File: config.mk
export PLATFORM = sky130hd
export DESIGN_NAME = eibt_front
export DESIGN_NICKNAME = d
export VERILOG_FILES = /design/src/rtl/core/eibt_pkg.sv /design/src/rtl/core/eibt_front.sv
export SDC_FILE = /design/constraint.sdc
export NUM_CORES = 1
export LEC_CHECK = 0
export ABC_AREA = 0
export BUFFER_PORTS_ARGS = -buffer_cell sky130_fd_sc_hd__buf_4
export CORE_MARGIN = 2
export CORE_UTILIZATION = 45
export CTS_BUF_LIST = sky130_fd_sc_hd__clkbuf_4 sky130_fd_sc_hd__clkbuf_8
export CTS_CLUSTER_DIAMETER = 80
export DETAILED_ROUTE_END_ITERATION = 6
export GPL_ROUTABILITY_DRIVEN = 0
export PLACE_DENSITY = 0.81
export SLEW_MARGIN = 40
export SYNTH_ARGS = -nofsm -noshare
export SYNTH_HDL_FRONTEND = slang
export SYNTH_SLANG_ARGS = --single-unit
File: constraint.sdc
create_clock -name aclk -period 6 [get_ports aclk]
set_input_delay 0.9 -clock aclk [delete_from_list [all_inputs] [get_ports aclk]]
set_output_delay 0.9 -clock aclk [all_outputs]
set_load 0.02 [all_outputs]
File: src/rtl/core/eibt_pkg.sv
package eibt_pkg;

    localparam int DefaultCapacity = 256;

    typedef enum logic [1:0] {
        OP_ADD    = 2'd0,
        OP_REMOVE = 2'd1,
        OP_QUERY  = 2'd2,
        OP_ECHO   = 2'd3
    } op_t;

    // one queued request between front and back
    typedef struct packed {
        op_t         opcode;
        logic [31:0] ip_address;
        logic [31:0] now_seconds;
        logic [32:0] when;
        logic        reject;
    } req_t;

endpackage

File: src/rtl/core/eibt_front.sv
module eibt_front
    import eibt_pkg::*;
(
    input  logic        aclk,
    input  logic        aresetn,
    input  logic        s_valid,
    output logic        s_ready,
    input  logic [1:0]  s_opcode,
    input  logic [31:0] s_ip_address,
    input  logic [31:0] s_now_seconds,
    input  logic [30:0] s_hold_interval,
    input  logic        s_greylisted,
    output logic        q_valid,
    input  logic        q_ready,
    output req_t        q_req
);

    // two-entry queue of classified requests
    req_t       buf_reg [2];
    logic       wr_ptr_reg, wr_ptr_next;
    logic       rd_ptr_reg, rd_ptr_next;
    logic [1:0] cnt_reg, cnt_next;
    req_t       req_in;
    logic       push, pop;

    // classify: precompute expiry and greylist reject
    always_comb begin
        req_in.opcode      = op_t'(s_opcode);
        req_in.ip_address  = s_ip_address;
        req_in.now_seconds = s_now_seconds;
        req_in.when        = {1'b0, s_now_seconds} + {2'b00, s_hold_interval};
        req_in.reject      = (op_t'(s_opcode) == OP_ADD) && s_greylisted;
    end

    assign s_ready = (cnt_reg != 2'd2);
    assign q_valid = (cnt_reg != 2'd0);
    assign q_req   = buf_reg[rd_ptr_reg];
    assign push    = s_valid && s_ready;
    assign pop     = q_valid && q_ready;

    always_comb begin
        wr_ptr_next = push ? ~wr_ptr_reg : wr_ptr_reg;
        rd_ptr_next = pop ? ~rd_ptr_reg : rd_ptr_reg;
        cnt_next    = cnt_reg + {1'b0, push} - {1'b0, pop};
    end

    always_ff @(posedge aclk) begin
        if (push) begin
            buf_reg[wr_ptr_reg] <= req_in;
        end
        if (!aresetn) begin
            wr_ptr_reg <= 1'b0;
            rd_ptr_reg <= 1'b0;
            cnt_reg    <= 2'd0;
        end else begin
            wr_ptr_reg <= wr_ptr_next;
            rd_ptr_reg <= rd_ptr_next;
            cnt_reg    <= cnt_next;
        end
    end

endmodule

# Word-level counts from Yosys, hierarchy flattened
# Memory sizes are Yosys's and may differ from the RTL's. A register that Yosys moved wholly into a read port is not among the register bits.
# Cells that the tools add are included.
# Widths: inputs -> output; s select.
[totals] wordCells=19 in_bits=102 memories=1 reg_bits=4 ramBits=200 out_inout_bits=102
[memory_table] memory="buf_reg" words=2 width=100 rd=1 rd_ports_with_merged_regs=1 wr=1 line_no="eibt_front.sv:19" rtl="req_t buf_reg [2];"
[classes] reduce_logical=5 add_sub_neg=3 muxes=4 eq_ne=1 n_bitwise=2
[op_table] cell="$add 32x31->33" count=1
[op_table] cell="$mux 1" count=4
[op_table] cell="$logic_and 1x1->1" count=3
[op_table] cell="$add 2x1->2" count=1
[op_table] cell="$logic_not 2->1" count=1
[op_table] cell="$ne 2x2->1 const B" count=1
[op_table] cell="$not 1->1" count=2
[op_table] cell="$reduce_bool 2->1" count=1
[op_table] cell="$sub 2x1->2" count=1

# Logic depth before layout (Yosys ltp)
# Gate-level depths: netlist (run 1).
[logic_depth] word_depth=4 mapped_depth=9 ltp_nobuf=9

# Least setup slack after synthesis (run 1)
# Ideal clock, no wire load.
[synth_timing] path_kind="input port to flip-flop" startpoint="input port s_valid" endpoint="memory buf_reg[0][0] (netlist name), enable pin" required_time_ps=5439 path_stages=2 setup_time_ps=561 slack_ps=266 t_arrival_ps=5172 path_cell_list="nand2_1 > nor2_1"
[synth_via] elab_chain_len=3
[synth_rtl] element="from (decl)" line_no="eibt_front.sv:6" rtl="input logic s_valid,"
[synth_rtl] element="$logic_and 1x1->1" line_no="eibt_front.sv:38" rtl="assign push = s_valid && s_ready;"
[synth_rtl] element="$mux 1" line_no="eibt_front.sv:48" rtl="if (push) begin"
[synth_rtl] element="$mux 1 (implied by the code)" line_no="eibt_front.sv:49" rtl="buf_reg[wr_ptr_reg] <= req_in;"
[synth_rtl] element="to (decl)" line_no="eibt_front.sv:19"
# Every way passes these cells.

==> results.toml, run 1 <==
[routing]
first_pass_iters = 5
drt_wl_total_um = 19100
vias = 5662
drc = 0
drtIter0Drc = 289
wl_per_cell_um = 17.6
viasPerCell = 5.21
ant_nets = 0

[worst_setup_path]
timing.rr.start = "cnt_reg[0]"
r2r_end = "buf_reg[1][46]"
required_ns = 5.10
r2r_cells = 4
cpMostUsedCell = "buf_4"
crit_type = "register to output port"
path_cells = "buf_16 > buf_4 > mux2_2 > buf_4"
path_buf_inv = 3
arrival_ns = 2.28
critical-path-max-stage-delay_ns = 0.55
crit_path_end_kind = "output port"
cpMaxStageDelayCell = "dfxtp_4"
start_kind = "register"
rrSetupSlack_ns = 3.71
worstPathMaxFanout = 29
crit_family = "buffers and inverters"

[synth]
ys_seq_elements = 205
ys_warn_count = 0
ys_types = 49
async_flop_share_pct = 0
syn_area_per_cell_um2 = 16.2
syn_inst = 562
synth_top_area_share_pct = 66.0
synth_top_cells_by_count = "200 x edfxtp_1, 100 x mux2_2, 33 x a21oi_1, 33 x ha_1, 23 x nand2_1"
yosysMostFrequentCell = "edfxtp_1"
synth_area_leaders = "edfxtp_1 66%, mux2_2 12%, ha_1 4.5%"
yosysTopAreaCell = "edfxtp_1"
synth_edf_count = 200
syn-cell-area_um2 = 9100
ys_seq_area_share_pct = 67.1
syn-num-nets = 698
synth_flop_cell = "edfxtp_1"

[finish]
diodes = 0
seqCellArea_um2 = 6110
area_growth_pct = 28.2
fin_area_um2 = 11700
n_fill_cell = 1640
multi_input_area_um2 = 2910
stdcell_count = 1086
layout.nets = 930
layout-drive-gt1-share_pct = 46.8
largest_reg_flops = 200

[clocking]
post_cts_resized = 0
cts_buffers = 35
cts_tree = "yes"
postCtsSetupRepairBufs = 0
hold_buffers = 0
cts.root.buffer_cell = "clkbuf_8"
cts_max_level = 2
worst_setup_hold_path_clk_slew_ns = 0.06
clk_path_buf_depth = 3
cts_num_sinks = 205
clk_latency_ns = 0.51

[floorplan]
die_area_um2 = 21400
coreArea_um2 = 20000
die_y_um = 146
initial_core_util_pct = 45.4
die_w_um = 146
ios = 204
fp-row-count = 52

[pwr]
clock_power_share_pct = 26.3
comb_power_share_pct = 32.0
p_int_mw = 3.14
p_seq_share_pct = 41.7
leakagePower_nw = 4.47
power_mw = 4.51
p_sw_share_pct = 30.6
p_per_area_nw_per_um2 = 387
switchingPower_mw = 1.38
peakVddDrop_mv = 0.241

[worst_hold_path]
hp-class = "register to register"
hold_depth = 2
hp-start = "rd_ptr_reg"

[sta]
min_period_ns = 3.18
setup_viol = 0
max_freq_mhz = 315
skew_ns = 0.0236
drv_slew = 0
rsz0062_at_grt = "false"
relSlewSlack_pct = 50.6
period_share_pct = 53.0
worst_pin_slew_ns = 0.742
fin_setup_tns_ns = 0
hold_slack_ns = 0.549
hold_viol_final = 0

[global_route]
grt_pass1_vias = 6012
grt_max_degree = 56
grt_first_pass_wirelength_um = 30000
grt_usage_pct = 17.7
grt_overflow = 0
antenna_found_initial = 0

[flow_run]
maxCapViolCount = 0

[placed_design]
dpl-instance-area_um2 = 11000
hpwl_um = 13500
dp.cells = 1026
port_buffers = 203

[run_status]
status = "completed"
## tightest hold or removal path: stages, from the launching register on
cell,delay [ns]
dfxtp_1,0.32
xnor2_1,0.14
nor2b_1,0.05
## logic make-up (layout without fill, tap and decap cells)
group | count (synthesis) | count (layout) | synth area share, %
simple gates | 65 | 65 | 3.42
flops | 205 | 205 | 67.1
fa+ha+maj | 34 | 34 | 4.76
buf+inv | 23 | 277 | 1.04
mux | 101 | 101 | 12.5
compound gates | 102 | 102 | 8.09
xor+xnor | 32 | 32 | 3.08
## worst max path at each step
stage | start | end | slack (ns) | depth (start not counted)
final | register | q_req[31] | 2.82 | 4
after global routing | register | q_req[31] | 2.69 | 4
after CTS | register | q_req[31] | 2.74 | 4
after detailed placement | s_now_seconds[0] | buf_reg[1][27] | 2.45 | 10
after global placement | s_now_seconds[0] | buf_reg[0][31] | 2.51 | 10
after floorplan | s_valid | buf_reg[0][0] | 0.27 | 2
## cell usage in the layout, fill, tap and decap left out, drive strengths merged, types with 8 or more instances in the layout
| cell | n |
|---|---|
| nand3 | 8 |
| clkbuf | 46 |
| and2 | 9 |
| ha | 33 |
| mux2 | 101 |
| xnor2 | 18 |
| a21o | 12 |
| nor2 | 10 |
| edfxtp | 200 |
| inv | 9 |
| clkinv | 10 |
| buf | 210 |
| xor2 | 14 |
| a21oi | 38 |
| nand2 | 23 |
| o21ai | 17 |
## routing by layer
metal	part of all wire [%]	vias up	wire [µm]	track usage, %
li1	-	2657	-	-
met5	0	-	0	0
met2	48	211	9220	29.6
met3	8.0	47	1530	5.38
met4	3.1	0	587	7.28
met1	41	2747	7810	21.5
## stage by stage
step	util, %	worst slack, ns
after detailed placement	54.8	2.45
after global placement	54.6	2.51
after CTS	58.1	2.74
final	58.2	2.82
after global routing	58.2	2.69
after floorplan	-	0.266
## cell type report
class	instances	area share, %
inverter	8	0.257
clock buffer	46	4.89
multi-input combinational	334	24.9
clock inverter	13	0.751
sequential	205	52.4
timing repair buffer	210	13.9
tap	270	2.90
## power groups by stage
stage          combinational [mW]  clock, mW  sequential (mW)
6_report                     1.45       1.19             1.88
5_1_grt                      1.55       1.29             1.90
3_5_place_dp                 1.45          0             1.91
3_3_place_gp                 1.37          0             1.94
4_1_cts                      1.46       1.23             1.89
2_1_floorplan               0.898          0             1.90
No activity file was read; power rests on OpenSTA's default activity.
==> run 2, diff against run 1 <==
--- a/config.mk
+++ b/config.mk
@@ -5,7 +5,7 @@
 export SDC_FILE = /design/constraint.sdc
 export NUM_CORES = 1
 export LEC_CHECK = 0
-export ABC_AREA = 0
+export ABC_AREA = 1
 export BUFFER_PORTS_ARGS = -buffer_cell sky130_fd_sc_hd__buf_4
 export CORE_MARGIN = 2
 export CORE_UTILIZATION = 45
@@ -13,7 +13,7 @@
 export CTS_CLUSTER_DIAMETER = 80
 export DETAILED_ROUTE_END_ITERATION = 6
 export GPL_ROUTABILITY_DRIVEN = 0
-export PLACE_DENSITY = 0.81
+export PLACE_DENSITY = 0.8
 export SLEW_MARGIN = 40
 export SYNTH_ARGS = -nofsm -noshare
 export SYNTH_HDL_FRONTEND = slang
==> constraint.sdc (replaced) <==
create_clock -name aclk -period 2.7 [get_ports aclk]
set_input_delay 0.405 -clock aclk [delete_from_list [all_inputs] [get_ports aclk]]
set_output_delay 0.405 -clock aclk [all_outputs]
set_load 0.02 [all_outputs]
==> run 2 against run 1 <==
  * Global-route usage grew 1.1 points
  * Hold slack lost 0.48 ns
  * Largest cell class unchanged
  * Critical endpoint is now q_req[10]
  * Critical path type unchanged
  * Highest routed layer unchanged
  * Register-to-register slack lost 2.7 ns
  * Largest power group unchanged
==> results.toml, run 2 <==
[sta]
min_period_ns = 2.39
skew_ns = 0.0222
fin_setup_tns_ns = 0
relSlewSlack_pct = 60.4
hold_viol_final = 0
worst_pin_slew_ns = 0.594
rsz0062_at_grt = "false"
period_share_pct = 88.7
drv_slew = 0
setup_viol = 0
max_freq_mhz = 418

[floorplan]
fp-row-count = 54
die_w_um = 152
ios = 204
coreArea_um2 = 21600
initial_core_util_pct = 45.4
die_y_um = 152
die_area_um2 = 23000

[worst_setup_path]
crit_path_end_kind = "output port"
rrSetupSlack_ns = 0.97
required_ns = 2.30
start_kind = "register"
crit_type = "register to output port"
worstPathMaxFanout = 21
arrival_ns = 1.99

[global_route]
grt_max_degree = 58
antenna_found_initial = 0
grt_overflow = 0
grt_usage_pct = 18.8
grt_pass1_vias = 6866
grt_first_pass_wirelength_um = 33500

[placed_design]
dpl-instance-area_um2 = 11800
hpwl_um = 15600
port_buffers = 203

[clocking]
worst_setup_hold_path_clk_slew_ns = 0.06
cts_max_level = 2
clk_latency_ns = 0.53
cts_tree = "yes"
cts_buffers = 36
cts_num_sinks = 205
cts.root.buffer_cell = "clkbuf_8"
post_cts_resized = 0
hold_buffers = 0
postCtsSetupRepairBufs = 0
clk_path_buf_depth = 3

[synth]
syn-num-nets = 975
yosysMostFrequentCell = "nand2_1"
synth_area_leaders = "edfxtp_1 61%, mux2_2 11%, nand2_1 8.6%"
ys_seq_area_share_pct = 62.2
synth_simple_gate_area_share_pct = 13.5
synth_flop_cell = "edfxtp_1"
muxShareOfSynthArea_pct = 11.5
synth_top_area_share_pct = 61.2
ys_warn_count = 0
synth_top_cells_by_count = "224 x nand2_1, 200 x edfxtp_1, 118 x inv_1"
syn-cell-area_um2 = 9820
yosysTopAreaCell = "edfxtp_1"
ys_types = 27
syn_area_per_cell_um2 = 11.7
synth_edf_count = 200
ys_seq_elements = 205
synth-xor-area-share_pct = 1.43
synth_compound_area_share_pct = 1.71
synth_top_family_by_area = "simple AND/OR/NAND/NOR gates"
async_flop_share_pct = 0
synthAdderAreaFrac_pct = 4.41
syn_inst = 839

[routing]
first_pass_iters = 7
viasPerCell = 4.88
vias = 6751
drtIter0Drc = 359
wl_per_cell_um = 16.0
drt_wl_total_um = 22100
ant_nets = 0
drc = 0

[pwr]
p_per_area_nw_per_um2 = 853
peakVddDrop_mv = 0.547
leakagePower_nw = 5.52

[flow_run]
maxCapViolCount = 0

[finish]
area_growth_pct = 27.7
layout-drive-gt1-share_pct = 36.5
final_cell_mix = "224 x nand2_1, 206 x buf_4, 200 x edfxtp_1"
fin_area_um2 = 12500
layout_commonest_cell = "nand2_1"
diodes = 0
fin_util_pct = 58.0
layout.nets = 1212
largest_reg_flops = 200

[run_status]
status = "completed"

[worst_hold_path]
hp-class = "input port to register"
[run 2: cell types whose count changed after synthesis, moves of 11 or more]
cell	delta
clkbuf_1	-12
nor2_1	+28
o21ai_0	-11
xnor2_1	-17
buf_2	+11
nand2_1	+201
inv_1	+110
nand3_1	+15
nand2_2	+15
[run 2: cell type report]
cell class	count	area, µm²
flip-flops and latches	205	6110
clock buffers	53	636
inverters	123	462
repair buffers	210	1630
well taps	280	350
multi-input cells	500	3210
fillers	1790	9090
clock inverters	13	140
[run 2: logic make-up after synthesis]
kind of cell               after synthesis
and+or+nand+nor                        319
DFF                                    205
buffers and inverters                  134
muxes                                  100
adders and majority gates               34
AOI/OAI and AO/OA                       31
xor gates and xnor gates                16
[run 2: per-stage QoR]
stage	hold slack, ns	worst slack, ns	cells	total power, mW
finish	0.0666	0.306	1384	10.7
CTS	0.0283	0.251	1384	10.8
global placement	0.435	0.479	1318	7.66
global route	0.0377	0.230	1384	11.2
floorplan	0.425	-1.06	839	6.37
detailed placement	0.456	0.417	1318	7.73
[run 2: critical path, cell delays in order, from the launching register on]
cell     delay, ns
dfxtp_4       0.55
buf_4         0.33
mux2_2        0.41
buf_4         0.17
[run 2: layer usage]
metal,track usage [%],vias to the layer above,wire (µm),share of wire (%)
met5,0,-,0,0
met4,8.01,0,716,3.2
met3,4.64,56,1700,7.7
met2,32.4,259,10600,48
met1,22.3,3115,9050,41
li1,-,3321,-,-
[run 2: power by group]
part	switching, mW	internal (mW)
registers	0.143	4.13
logic	1.92	1.44
clock network	1.24	1.80
total	3.31	7.38
[run 2: final timing paths]
check	start	to	cells past startpoint
max reg2reg	cnt_reg[0]	buf_reg[1][64]	5
max	register	q_req[10]	3
min	s_now_seconds[11]	buf_reg[1][45]	1
min reg2reg	rd_ptr_reg	rd_ptr_reg	1
==> run 3, diff against run 2 <==
--- a/config.mk
+++ b/config.mk
@@ -6,7 +6,7 @@
 export NUM_CORES = 1
 export LEC_CHECK = 0
 export ABC_AREA = 1
-export BUFFER_PORTS_ARGS = -buffer_cell sky130_fd_sc_hd__buf_4
+export BUFFER_PORTS_ARGS = -buffer_cell sky130_fd_sc_hd__buf_2
 export CORE_MARGIN = 2
 export CORE_UTILIZATION = 45
 export CTS_BUF_LIST = sky130_fd_sc_hd__clkbuf_4 sky130_fd_sc_hd__clkbuf_8
==> run 3 against run 2 <==
  * Clock power down 3%
  * Fmax up 4.4%
  * Sequential share of layout area increased by 2.1 points
  * Sequential power about the same
  * Via count grew 0.21%
  * Power down 4.0%
  * Register-to-register slack gained 0.04 ns
  * Worst setup slack improved by 0.10 ns
  * Largest cell class unchanged
==> results.toml, run 3 (synthesis gave the netlist of run 2 again) <==
[routing]
drtIter0Drc = 329
wl_per_cell_um = 15.8
ant_nets = 0
first_pass_iters = 5
viasPerCell = 4.88
vias = 6765
drt_wl_total_um = 21900
drc = 0

[finish]
stdcell_count = 1385
layout-drive-gt1-share_pct = 36.5
area_growth_pct = 22.3
layout_commonest_cell = "nand2_1"
fin_util_pct = 55.5
layout.nets = 1213
n_fill_cell = 1844
final_cell_mix = "224 x nand2_1, 203 x buf_2, 200 x edfxtp_1"
largest_reg_flops = 200

[sta]
relSlewSlack_pct = 62.7
drv_slew = 0
rsz0062_at_grt = "false"
worst_pin_slew_ns = 0.559
skew_ns = 0.0162
period_share_pct = 84.9
min_period_ns = 2.29
max_freq_mhz = 436
setup_viol = 0
hold_slack_ns = 0.0724
fin_setup_tns_ns = 0
finalWorstSetupSlack_ns = 0.407
hold_viol_final = 0

[clocking]
clk_path_buf_depth = 3
post_cts_resized = 0
worst_setup_hold_path_clk_slew_ns = 0.06
cts_max_level = 2
cts.root.buffer_cell = "clkbuf_8"
postCtsSetupRepairBufs = 0
clk_latency_ns = 0.52
hold_buffers = 0
cts_tree = "yes"
cts_num_sinks = 205
cts_buffers = 37

[worst_hold_path]
hp-class = "input port to register"
hp-start = "s_ip_address[25]"

[floorplan]
fp-row-count = 54
die_area_um2 = 23000
coreArea_um2 = 21600
initial_core_util_pct = 45.4
die_y_um = 152
die_w_um = 152
ios = 204

[run_status]
status = "completed"

[global_route]
grt_first_pass_wirelength_um = 33000
antenna_found_initial = 0
grt_max_degree = 66
grt_pass1_vias = 6777
grt_usage_pct = 18.5
grt_overflow = 0

[worst_setup_path]
crit_path_end_kind = "output port"
path_buf_inv = 2
timing.rr.start = "cnt_reg[0]"
crit_type = "register to output port"
crit_family = "flip-flops"
critical-path-max-stage-delay_ns = 0.49
path_cells = "buf_4 > mux2_2 > buf_2"
arrival_ns = 1.89
worstPathMaxFanout = 17
cpMaxStageDelayCell = "dfxtp_4"
required_ns = 2.30
start_kind = "register"

[placed_design]
hpwl_um = 15600
dp.cells = 1318
dp_slack_ns = 0.413
port_buffers = 203

[pwr]
peakVddDrop_mv = 0.439
p_per_area_nw_per_um2 = 854
leakagePower_nw = 5.34

[flow_run]
maxCapViolCount = 0
==> run 3: changes by cell type in the layout (fill, tap and decap cells not counted), moves of 2 or more <==
| cell | change |
|---|---|
| buf_2 | +203 |
| clkinv_2 | +2 |
| clkbuf_4 | -3 |
| buf_4 | -203 |
==> run 3: stage by stage <==
step | power [mW] | instance area [µm²]
2_1_floorplan | 6.37 | 9820
3_3_place_gp | 7.32 | 11200
3_5_place_dp | 7.39 | 11200
4_1_cts | 10.4 | 12000
5_1_grt | 10.8 | 12000
6_report | 10.3 | 12000
==> run 3: area by class of cell <==
class | instances | area [µm²] | share of cell area, %
Sequential cell | 205 | 6110 | 50.9
Timing Repair Buffer | 210 | 1120 | 9.31
Inverter | 123 | 462 | 3.84
Multi-Input combinational cell | 500 | 3210 | 26.7
Clock buffer | 51 | 627 | 5.22
Clock inverter | 15 | 131 | 1.09
Antenna cell | 1 | 2.50 | 0.0208
Tap cell | 280 | 350 | 2.92
==> run 3: layer usage <==
metal	routed length, µm	global-route usage, %	up-vias
met4	529	6.90	0
li1	-	-	3320
met3	1860	4.70	47
met2	10800	32.7	257
met1	8780	21.8	3141
met5	0	0	-
==> run 3: power breakdown <==
group / switching, mW / internal (mW)
Clock: 1.24 / 1.71
Sequential: 0.135 / 4.13
Combinational: 1.91 / 1.14
==> run 3: final timing paths <==
kind,slack (ns),to,cells past startpoint
setup / recovery,0.41,q_req[10],3
setup reg to reg,1.01,buf_reg[1][78],5
hold / removal,0.07,buf_reg[0][91],1
hold reg to reg,0.45,register,1
